### src/hw/rtl/joystick_axis_filter_classifier_unit_defines.svh
// assertion macros used by the joystick axis filter top level
`ifndef JOYSTICK_AXIS_FILTER_CLASSIFIER_UNIT_DEFINES_SVH
`define JOYSTICK_AXIS_FILTER_CLASSIFIER_UNIT_DEFINES_SVH

// same-cycle implication, disabled while reset is low
`define JAFC_ASSERT_NOW(lbl, clk, rstn, ante, cons, msg) \
    lbl: assert property (@(posedge clk) disable iff (!(rstn)) (ante) |-> (cons)) \
        else $error(msg);

// next-cycle implication, disabled while reset is low
`define JAFC_ASSERT_NEXT(lbl, clk, rstn, ante, cons, msg) \
    lbl: assert property (@(posedge clk) disable iff (!(rstn)) (ante) |=> (cons)) \
        else $error(msg);

`endif

### src/hw/rtl/jafc_pkg.sv
// shared types and constants of the joystick axis filter and classifier
`timescale 1ns / 1ps

package jafc_pkg;

    // field widths
    localparam int AXIS_W      = 2;
    localparam int SAMPLE_W    = 8;
    localparam int LEVEL_W     = 2;
    localparam int CFG_DATA_W  = 8;
    localparam int CFG_ADDR_W  = 2;
    localparam int IN_TDATA_W  = 16;
    localparam int OUT_TDATA_W = 16;

    // register indexes
    localparam logic [CFG_ADDR_W-1:0] REG_MAX_THR = 2'd0;
    localparam logic [CFG_ADDR_W-1:0] REG_MID_THR = 2'd1;
    localparam logic [CFG_ADDR_W-1:0] REG_MIN_THR = 2'd2;

    // threshold reset values
    localparam logic [CFG_DATA_W-1:0] MAX_THR_RST = 8'd96;
    localparam logic [CFG_DATA_W-1:0] MID_THR_RST = 8'd64;
    localparam logic [CFG_DATA_W-1:0] MIN_THR_RST = 8'd32;

    // mid-scale split points
    localparam logic [SAMPLE_W-1:0] SIDE_LIMIT = 8'd127;
    localparam logic [SAMPLE_W-1:0] MID_SCALE  = 8'd128;

    // level codes
    localparam logic [LEVEL_W-1:0] LVL_NONE   = 2'd0;
    localparam logic [LEVEL_W-1:0] LVL_SMALL  = 2'd1;
    localparam logic [LEVEL_W-1:0] LVL_MEDIUM = 2'd2;
    localparam logic [LEVEL_W-1:0] LVL_FULL   = 2'd3;

    typedef struct packed {
        logic [CFG_DATA_W-1:0] max_thr;
        logic [CFG_DATA_W-1:0] mid_thr;
        logic [CFG_DATA_W-1:0] min_thr;
    } thr_t;

    // finished filter result handed to the output stage
    typedef struct packed {
        logic                valid;
        logic                bad_axis;
        logic [AXIS_W-1:0]   axis;
        logic [SAMPLE_W-1:0] filtered;
    } res_t;

endpackage

### src/hw/rtl/jafc_ram.sv
// generic single-write, single-read ram with registered read data
`timescale 1ns / 1ps

module jafc_ram #(
    parameter int WIDTH = 8,
    parameter int DEPTH = 20,
    parameter int AW    = (DEPTH > 1) ? $clog2(DEPTH) : 1
) (
    input  logic             aclk,
    input  logic             we,
    input  logic [AW-1:0]    waddr,
    input  logic [WIDTH-1:0] wdata,
    input  logic [AW-1:0]    raddr,
    output logic [WIDTH-1:0] rdata
);

    logic [WIDTH-1:0] mem_reg [DEPTH];
    logic [WIDTH-1:0] rdata_reg;

    // write port and registered read port
    always_ff @(posedge aclk) begin
        if (we) begin
            mem_reg[waddr] <= wdata;
        end
        rdata_reg <= mem_reg[raddr];
    end

    assign rdata = rdata_reg;

endmodule

### src/hw/rtl/jafc_out.sv
// side split, threshold quantizer and output register of the result stream
`timescale 1ns / 1ps

module jafc_out (
    input  logic                                aclk,
    input  logic                                aresetn,
    input  jafc_pkg::res_t                      res,
    input  jafc_pkg::thr_t                      thr,
    output logic                                out_rdy,
    output logic                                m_tvalid,
    input  logic                                m_tready,
    // axis_out[1:0], filtered[9:2], high_side[10], level[12:11], zeros[15:13]
    output logic [jafc_pkg::OUT_TDATA_W-1:0]    m_tdata
);

    import jafc_pkg::*;

    logic                  high_side;
    logic [SAMPLE_W-1:0]   defl;
    logic [LEVEL_W-1:0]    level;
    logic                  m_tvalid_reg;
    logic                  m_tvalid_next;
    logic [OUT_TDATA_W-1:0] m_tdata_reg;

    // split about mid-scale
    always_comb begin
        high_side = (res.filtered > SIDE_LIMIT);
        if (high_side) begin
            defl = res.filtered - MID_SCALE;
        end else begin
            defl = SIDE_LIMIT - res.filtered;
        end
    end

    // quantize, first threshold met wins
    always_comb begin
        if (defl >= thr.max_thr) begin
            level = LVL_FULL;
        end else if (defl >= thr.mid_thr) begin
            level = LVL_MEDIUM;
        end else if (defl >= thr.min_thr) begin
            level = LVL_SMALL;
        end else begin
            level = LVL_NONE;
        end
    end

    assign out_rdy = !m_tvalid_reg || m_tready;

    always_comb begin
        m_tvalid_next = m_tvalid_reg;
        if (res.valid && out_rdy) begin
            m_tvalid_next = 1'b1;
        end else if (m_tready) begin
            m_tvalid_next = 1'b0;
        end
    end

    // output valid flag
    always_ff @(posedge aclk) begin
        if (!aresetn) begin
            m_tvalid_reg <= 1'b0;
        end else begin
            m_tvalid_reg <= m_tvalid_next;
        end
    end

    // output payload, all zeros but the axis field for an axis outside the store
    always_ff @(posedge aclk) begin
        if (res.valid && out_rdy) begin
            if (res.bad_axis) begin
                m_tdata_reg <= {{(OUT_TDATA_W - AXIS_W){1'b0}}, res.axis};
            end else begin
                m_tdata_reg <= {3'b000, level, high_side, res.filtered, res.axis};
            end
        end
    end

    assign m_tvalid = m_tvalid_reg;
    assign m_tdata  = m_tdata_reg;

endmodule

### src/hw/rtl/joystick_axis_filter_classifier_unit.sv
// top level: per-axis sample ring in ram, tap sequencer and shift-add filter
`timescale 1ns / 1ps
`include "joystick_axis_filter_classifier_unit_defines.svh"

// channel   dir  fields (lowest bit up)                       handshake
// s_        in   axis[1:0], sample[9:2]                        s_tvalid / s_tready
// m_        out  axis_out[1:0], filtered[9:2], high_side[10],  m_tvalid / m_tready
//                level[12:11]
// cfg_      in   cfg_addr selects threshold, cfg_wdata         cfg_we, no wait
//
// an item is written into its axis ring, then read back through the single ram read port, which
// walks the axis ring one entry a cycle, and is pushed from the out state after a drain state.
// an axis outside the store skips the ring and goes from idle straight to the out state.
// reset (synchronous, aresetn low) clears valid bits, pointers and thresholds;
// no clearing pass is needed.
// a stalled output holds one result while the next item is already in work.

module joystick_axis_filter_classifier_unit #(
    parameter int AXES = 4,
    parameter int TAPS = 5
) (
    input  logic                              aclk,
    input  logic                              aresetn,
    input  logic                              s_tvalid,
    output logic                              s_tready,
    // axis[1:0], sample[9:2], zeros[15:10]
    input  logic [jafc_pkg::IN_TDATA_W-1:0]   s_tdata,
    output logic                              m_tvalid,
    input  logic                              m_tready,
    // axis_out[1:0], filtered[9:2], high_side[10], level[12:11], zeros[15:13]
    output logic [jafc_pkg::OUT_TDATA_W-1:0]  m_tdata,
    input  logic                              cfg_we,
    input  logic [jafc_pkg::CFG_ADDR_W-1:0]   cfg_addr,
    input  logic [jafc_pkg::CFG_DATA_W-1:0]   cfg_wdata
);

    import jafc_pkg::*;

    localparam int DEPTH = AXES * TAPS;
    localparam int AW    = (DEPTH > 1) ? $clog2(DEPTH) : 1;
    localparam int AXW   = (AXES > 1) ? $clog2(AXES) : 1;
    localparam int PW    = (TAPS > 1) ? $clog2(TAPS) : 1;

    localparam logic [2:0] S_IDLE  = 3'd0;
    localparam logic [2:0] S_WRITE = 3'd1;
    localparam logic [2:0] S_READ  = 3'd2;
    localparam logic [2:0] S_DRAIN = 3'd3;
    localparam logic [2:0] S_OUT   = 3'd4;

    logic [2:0]          state_reg, state_next;
    logic [AXIS_W-1:0]   axis_reg;
    logic [SAMPLE_W-1:0] sample_reg;
    logic                bad_reg;
    logic [AW-1:0]       base_reg;
    logic [PW-1:0]       tap_reg, tap_next;
    logic [PW-1:0]       wp_reg [AXES];
    logic [DEPTH-1:0]    vld_reg;
    logic                rd_pend_reg;
    logic                rd_vld_reg;
    logic [SAMPLE_W-1:0] acc_reg, acc_next;
    thr_t                thr_reg;

    logic [AXIS_W-1:0]   s_axis;
    logic [SAMPLE_W-1:0] s_sample;
    logic                s_xfer;
    logic                s_bad;
    logic [AXW-1:0]      ax_idx;
    logic [PW-1:0]       wp_cur;
    logic [PW-1:0]       wp_inc;
    logic                ram_we;
    logic [AW-1:0]       ram_waddr;
    logic [AW-1:0]       ram_raddr;
    logic [SAMPLE_W-1:0] ram_rdata;
    logic                out_rdy;
    res_t                res;

    // input unpacking
    assign s_axis   = s_tdata[AXIS_W-1:0];
    assign s_sample = s_tdata[AXIS_W +: SAMPLE_W];
    assign s_tready = (state_reg == S_IDLE);
    assign s_xfer   = s_tvalid && s_tready;
    assign s_bad    = (32'(s_axis) >= AXES);

    // ring pointer of the current axis
    assign ax_idx    = AXW'(axis_reg);
    assign wp_cur    = wp_reg[ax_idx];
    assign wp_inc    = (32'(wp_cur) >= TAPS - 1) ? '0 : PW'(32'(wp_cur) + 1);
    assign ram_we    = (state_reg == S_WRITE);
    assign ram_waddr = base_reg + AW'(wp_cur);
    assign ram_raddr = base_reg + AW'(tap_reg);

    // sequencer
    always_comb begin
        state_next = state_reg;
        tap_next   = tap_reg;
        unique case (state_reg)
            S_IDLE: begin
                if (s_tvalid) begin
                    state_next = s_bad ? S_OUT : S_WRITE;
                end
            end
            S_WRITE: begin
                state_next = S_READ;
                tap_next   = '0;
            end
            S_READ: begin
                if (32'(tap_reg) >= TAPS - 1) begin
                    state_next = S_DRAIN;
                end else begin
                    tap_next = tap_reg + 1'b1;
                end
            end
            S_DRAIN: begin
                state_next = S_OUT;
            end
            S_OUT: begin
                if (out_rdy) begin
                    state_next = S_IDLE;
                end
            end
            default: begin
                state_next = S_IDLE;
            end
        endcase
    end

    // shift-add accumulation on returned read data
    always_comb begin
        acc_next = acc_reg;
        if (s_xfer) begin
            acc_next = '0;
        end else if (rd_pend_reg) begin
            acc_next = {1'b0, acc_reg[SAMPLE_W-1:1]}
                     + (rd_vld_reg ? {1'b0, ram_rdata[SAMPLE_W-1:1]} : '0);
        end
    end

    // control registers
    always_ff @(posedge aclk) begin
        if (!aresetn) begin
            state_reg   <= S_IDLE;
            tap_reg     <= '0;
            rd_pend_reg <= 1'b0;
            vld_reg     <= '0;
            for (int i = 0; i < AXES; i++) begin
                wp_reg[i] <= '0;
            end
        end else begin
            state_reg   <= state_next;
            tap_reg     <= tap_next;
            rd_pend_reg <= (state_reg == S_READ);
            if (ram_we) begin
                vld_reg[ram_waddr] <= 1'b1;
                wp_reg[ax_idx]     <= wp_inc;
            end
        end
    end

    // item payload and accumulator
    always_ff @(posedge aclk) begin
        if (s_xfer) begin
            axis_reg   <= s_axis;
            sample_reg <= s_sample;
            bad_reg    <= s_bad;
            base_reg   <= AW'(32'(s_axis) * TAPS);
        end
        rd_vld_reg <= vld_reg[ram_raddr];
        acc_reg    <= acc_next;
    end

    // threshold registers
    always_ff @(posedge aclk) begin
        if (!aresetn) begin
            thr_reg.max_thr <= MAX_THR_RST;
            thr_reg.mid_thr <= MID_THR_RST;
            thr_reg.min_thr <= MIN_THR_RST;
        end else if (cfg_we) begin
            unique case (cfg_addr)
                REG_MAX_THR: thr_reg.max_thr <= cfg_wdata;
                REG_MID_THR: thr_reg.mid_thr <= cfg_wdata;
                REG_MIN_THR: thr_reg.min_thr <= cfg_wdata;
                default: ;
            endcase
        end
    end

    jafc_ram #(
        .WIDTH (SAMPLE_W),
        .DEPTH (DEPTH),
        .AW    (AW)
    ) u_ring (
        .aclk  (aclk),
        .we    (ram_we),
        .waddr (ram_waddr),
        .wdata (sample_reg),
        .raddr (ram_raddr),
        .rdata (ram_rdata)
    );

    // result hand-off
    always_comb begin
        res.valid    = (state_reg == S_OUT);
        res.bad_axis = bad_reg;
        res.axis     = axis_reg;
        res.filtered = acc_reg;
    end

    jafc_out u_out (
        .aclk     (aclk),
        .aresetn  (aresetn),
        .res      (res),
        .thr      (thr_reg),
        .out_rdy  (out_rdy),
        .m_tvalid (m_tvalid),
        .m_tready (m_tready),
        .m_tdata  (m_tdata)
    );

    // checks
    `JAFC_ASSERT_NEXT(a_busy_after_xfer, aclk, aresetn, s_xfer, !s_tready,
        "input taken again right after a transfer")
    `JAFC_ASSERT_NOW(a_waddr_range, aclk, aresetn, ram_we, (32'(ram_waddr) < DEPTH),
        "ring write outside the store")
    `JAFC_ASSERT_NOW(a_raddr_range, aclk, aresetn, (state_reg == S_READ),
        (32'(tap_reg) < TAPS) && (32'(ram_raddr) < DEPTH),
        "ring read outside the axis")
    `JAFC_ASSERT_NOW(a_no_bad_write, aclk, aresetn, ram_we, !bad_reg,
        "ring written for an axis outside the store")
    `JAFC_ASSERT_NEXT(a_push_lands, aclk, aresetn, (res.valid && out_rdy), m_tvalid,
        "result push did not reach the output")

endmodule
### config.mk
export PLATFORM = sky130hd
export DESIGN_NAME = joystick_axis_filter_classifier_unit
export DESIGN_NICKNAME = d
export VERILOG_FILES = /design/src/hw/rtl/jafc_pkg.sv /design/src/hw/rtl/jafc_ram.sv /design/src/hw/rtl/jafc_out.sv /design/src/hw/rtl/joystick_axis_filter_classifier_unit.sv
export VERILOG_INCLUDE_DIRS = /design/src /design/src/hw/rtl
export SDC_FILE = /design/constraint.sdc
export NUM_CORES = 1
export LEC_CHECK = 0
export ABC_AREA = 1
export BUFFER_PORTS_ARGS = -buffer_cell sky130_fd_sc_hd__buf_2
export CORE_ASPECT_RATIO = 0.8
export CORE_MARGIN = 2
export CORE_UTILIZATION = 30
export DETAILED_ROUTE_END_ITERATION = 10
export PLACE_DENSITY_LB_ADDON = 0.2
export RECOVER_POWER = 50
export SLEW_MARGIN = 10
export SYNTH_ARGS = -nofsm -noshare
export SYNTH_HDL_FRONTEND = slang
export SYNTH_SLANG_ARGS = --single-unit
### constraint.sdc
create_clock -name aclk -period 2.3 [get_ports aclk]
set_input_delay 0.23 -clock aclk [delete_from_list [all_inputs] [get_ports aclk]]
set_output_delay 0.23 -clock aclk [all_outputs]
set_load 0.02 [all_outputs]
==> impl_metrics.py <==
metrics = {
    "route": {
        "via_count": 8206,
        "first_iter_violations": 527,
        "routed_wirelength_um": 29590,
        "detail_route.vias_per_cell": 4.549,
        "drt_first_pass_iters": 4,
        "avgRoutedWirePerCell_um": 16.40,
        "route.antenna.remaining_nets": 0,
        "post-route-drc-count": 0,
    },
    "finish": {
        "largest_register_ffs": 140,
        "filler_cells_inserted": 3641,
        "final_net_count": 1375,
        "postLayoutCellArea_um2": 13960,
        "area_growth_from_synthesis_to_layout_pct": 25.90,
        "antennaDiodeCount": 0,
        "fraction_of_layout_instances_using_a_drive_strength_above_1_pct": 21.30,
        "final_core_utilization_pct": 38.63,
    },
    "clock_network": {
        "cts_max_path_bufs": 3,
        "cts_made_buffers": 27,
        "cts_tree": "built",
        "clkSlewWorstSetupHoldPaths_ns": 0.06,
        "cts_num_sinks": 243,
        "cts-root-buf": "sky130_fd_sc_hd__clkbuf_16",
        "clk-insertion-delay-late_ns": 0.54,
        "clock_tree.htree_level_count": 1,
    },
    "setup_path": {
        "regToRegEndpoint": "u_ring.mem_reg[7][3]$_DFFE_PP_",
        "type_of_the_worst_setup_path": "reg -> reg",
        "maximum_fanout_count_along_the_critical_path": 8,
        "worst_ep_arrival_ns": 2.69,
        "r2r_cells": 10,
        "crit_path_start_kind": "register",
        "timing.critical_path.required_ns": 2.54,
        "rrSetupSlack_ns": -0.15,
        "endpoint_kind": "register",
    },
    "logic_synthesis": {
        "synthDominantAreaCellType": "sky130_fd_sc_hd__edfxtp_1",
        "flip_flop_and_latch_count_after_synthesis": 243,
        "ys_async_sr_fraction_pct": 0,
        "synth_top_cell_area_share_pct": 46.84,
        "synth_flop_cell": "sky130_fd_sc_hd__edfxtp_1",
        "post_synth_fa_ha_maj_area_fraction_pct": 4.716,
        "netlist-cell-type-count": 39,
        "yosysSeqAreaShare_pct": 59.48,
        "synth.yosys.warnings": 0,
        "synth_enable_flop_cells": 173,
        "yosys.area_share.simple_pct": 18.72,
        "mappedNetlistArea_um2": 11090,
        "synth.cells.most_frequent": "sky130_fd_sc_hd__nand2_1, sky130_fd_sc_hd__inv_1, sky130_fd_sc_hd__edfxtp_1",
        "synth_cells": 1179,
        "post_synth.cell_area_avg_um2": 9.407,
        "combinational_family_with_the_most_area_after_synthesis": "simple AND/OR/NAND/NOR gates",
        "synth_top_cells_by_area": "sky130_fd_sc_hd__edfxtp_1, sky130_fd_sc_hd__dfxtp_1, sky130_fd_sc_hd__nand2_1, sky130_fd_sc_hd__inv_1, sky130_fd_sc_hd__nand3_1",
        "yosys-mux-area-fraction_pct": 0,
        "synth-compound-area-share_pct": 6.927,
        "post_synth_xor_area_fraction_pct": 1.038,
        "yosys.cell_count.top_type": "sky130_fd_sc_hd__nand2_1",
    },
    "power": {
        "total_leakage_power_nw": 6.032,
        "power_density_nw_per_um2": 942.6,
        "max-vdd-ir-drop_mv": 0.5862,
    },
    "timing": {
        "rsz0062_at_grt": "yes",
        "fin_skew_ns": 0.009103,
        "report.final.hold_viol_count": 0,
        "final-setup-viol-count": 141,
        "tightest_slew_ns": 1.449,
        "drv_slew": 0,
        "fmax_mhz": 408.1,
        "layout_min_cycle_time_ns": 2.450,
        "layout_setup_ws_ns": -0.1502,
        "timing.slew.headroom_pct": 3.423,
        "final.period_utilization_pct": 106.5,
    },
    "min_path": {
        "worst_hold_path.num_cells": 3,
        "timing.hold.worst_endpoint": "thr_reg[19]$_SDFFE_PN0P_",
        "worstHoldPathType": "in -> reg",
        "timing.hold.worst.start": "cfg_wdata[3]",
    },
    "grt": {
        "globalRoute.totalOverflow": 0,
        "grtUsageTotal_pct": 14.81,
        "grt_pass1_vias": 7809,
        "grt_pass1_wl_um": 44200,
        "maximum_number_of_pins_on_one_net_before_global_route_repair": 47,
        "grt_antenna_before_repair": 2,
    },
    "die": {
        "die_area_um2": 38530,
        "dieWidth_um": 219.0,
        "std_cell_rows": 62,
        "die_height_um": 176.0,
        "ioPinCount": 49,
        "initial_utilization_pct": 30.68,
        "core_area_um2": 36150,
    },
    "placement": {
        "hpwl_um": 19430,
        "portbufs": 38,
        "place.gp.congestion": 0.8680,
        "postPlaceCellArea_um2": 12100,
    },
    "run": {
        "drv_cap": 0,
    },
    "status": {
        "status": "finished with violations",
        "violations": "setup timing",
    },
}
-- through the flow --
| stage | setup TNS, ns | setup slack, ns | hold WS (ns) | power (W) | std cells |
|---|---|---|---|---|---|
| after floorplan | 0 | 0.008456 | 0.3289 | 0.007194 | 1181 |
| after global placement | -39.12 | -0.3553 | 0.4093 | 0.008285 | 1706 |
| after detailed placement | -40.89 | -0.3717 | 0.4089 | 0.008289 | 1706 |
| after CTS | -8.004 | -0.1218 | 0.01082 | 0.01268 | 1782 |
| after global routing | -25.73 | -0.2690 | 0.03556 | 0.01387 | 1804 |
| final | -9.879 | -0.1502 | 0.01976 | 0.01316 | 1804 |
-- logic make-up (layout without fill, tap and decap cells) --
kind of cell	Yosys count	after routing
simple gates	486	486
buf+inv	254	396
flops	243	243
compound gates	144	144
fa+ha+maj	40	40
xor+xnor	11	12
other cells	1	3
-- cell type report --
cell class	count	area (um2)	area share, %
Clock buffer	31	721.9	5.170
Clock inverter	18	133.9	0.9588
Inverter	211	837.1	5.995
Multi-Input combinational cell	685	3872	27.73
Sequential cell	243	6601	47.28
Tap cell	480	600.6	4.301
Timing Repair Buffer	135	1191	8.530
Timing Repair inverter	1	5.005	0.03584
-- cell usage in the layout (no fill, tap or decap), types with 21 or more instances in the layout --
master,n
sky130_fd_sc_hd__nand2_1,253
sky130_fd_sc_hd__inv_1,177
sky130_fd_sc_hd__edfxtp_1,173
sky130_fd_sc_hd__nand3_1,78
sky130_fd_sc_hd__dfxtp_1,68
sky130_fd_sc_hd__nor2_1,58
sky130_fd_sc_hd__o21ai_0,53
sky130_fd_sc_hd__a21oi_1,48
sky130_fd_sc_hd__buf_4,48
sky130_fd_sc_hd__clkbuf_16,34
sky130_fd_sc_hd__buf_2,34
sky130_fd_sc_hd__ha_1,33
sky130_fd_sc_hd__nand2_2,30
sky130_fd_sc_hd__inv_2,23
sky130_fd_sc_hd__nand4_1,21
-- worst max-delay path by stage --
stage                               start                               to  slack, ns  cells after the start
5_1_grt                          register  u_ring.mem_reg[13][3]$_DFFE_PP_      -0.27                     12
4_1_cts        wp_reg[1][0]$_SDFFCE_PN0P_  u_ring.mem_reg[13][3]$_DFFE_PP_      -0.12                     12
3_5_place_dp                     register  u_ring.mem_reg[14][2]$_DFFE_PP_      -0.37                     11
3_3_place_gp                     register  u_ring.mem_reg[14][1]$_DFFE_PP_      -0.36                     11
6_report                         register   u_ring.mem_reg[7][3]$_DFFE_PP_      -0.15                     10
2_1_floorplan                    register  u_ring.mem_reg[14][1]$_DFFE_PP_      0.008                     11
-- routing by layer --
metal | GRT usage, % | part of all wire, % | up-vias | wire length, um
met5 | 0 | 0.057 | - | 17
met4 | 3.547 | 2.1 | 2 | 632
met3 | 2.102 | 4.0 | 45 | 1194
met2 | 21.76 | 43 | 140 | 12700
met1 | 22.82 | 51 | 3914 | 15040
li1 | - | - | 4105 | -
-- power breakdown --
| group | switching (W) | leakage [nW] | internal [W] |
|---|---|---|---|
| Combinational | 0.00238 | 3.46 | 0.00145 |
| Clock | 0.00179 | 0.422 | 0.00237 |
| Sequential | 0.000151 | 2.15 | 0.00502 |
| Total | 0.00432 | 6.03 | 0.00884 |
-- timing repair --
item                       in CTS  in global routing
cloned                          1                  8
gates resized for setup        30                124
buffers inserted               10                 19
setup endpoints to repair     165                164
pin swaps                       9                 41
hold buffers                   16                  0
hold endpoints to repair       23                  0
-- worst max-delay path, cell delays in order, from the launching register on --
cell and delay [ns]:
sky130_fd_sc_hd__dfxtp_4 0.38, sky130_fd_sc_hd__a21oi_2 0.13, sky130_fd_sc_hd__o21ai_1 0.09, sky130_fd_sc_hd__nand2_2 0.08, sky130_fd_sc_hd__inv_2 0.05, sky130_fd_sc_hd__ha_4 0.16, sky130_fd_sc_hd__fa_2 0.56, sky130_fd_sc_hd__nand2_1 0.09
sky130_fd_sc_hd__nor2_4 0.16, sky130_fd_sc_hd__nand4_1 0.23, sky130_fd_sc_hd__inv_2 0.22
Note: power is estimated with default switching activity, not from simulation.
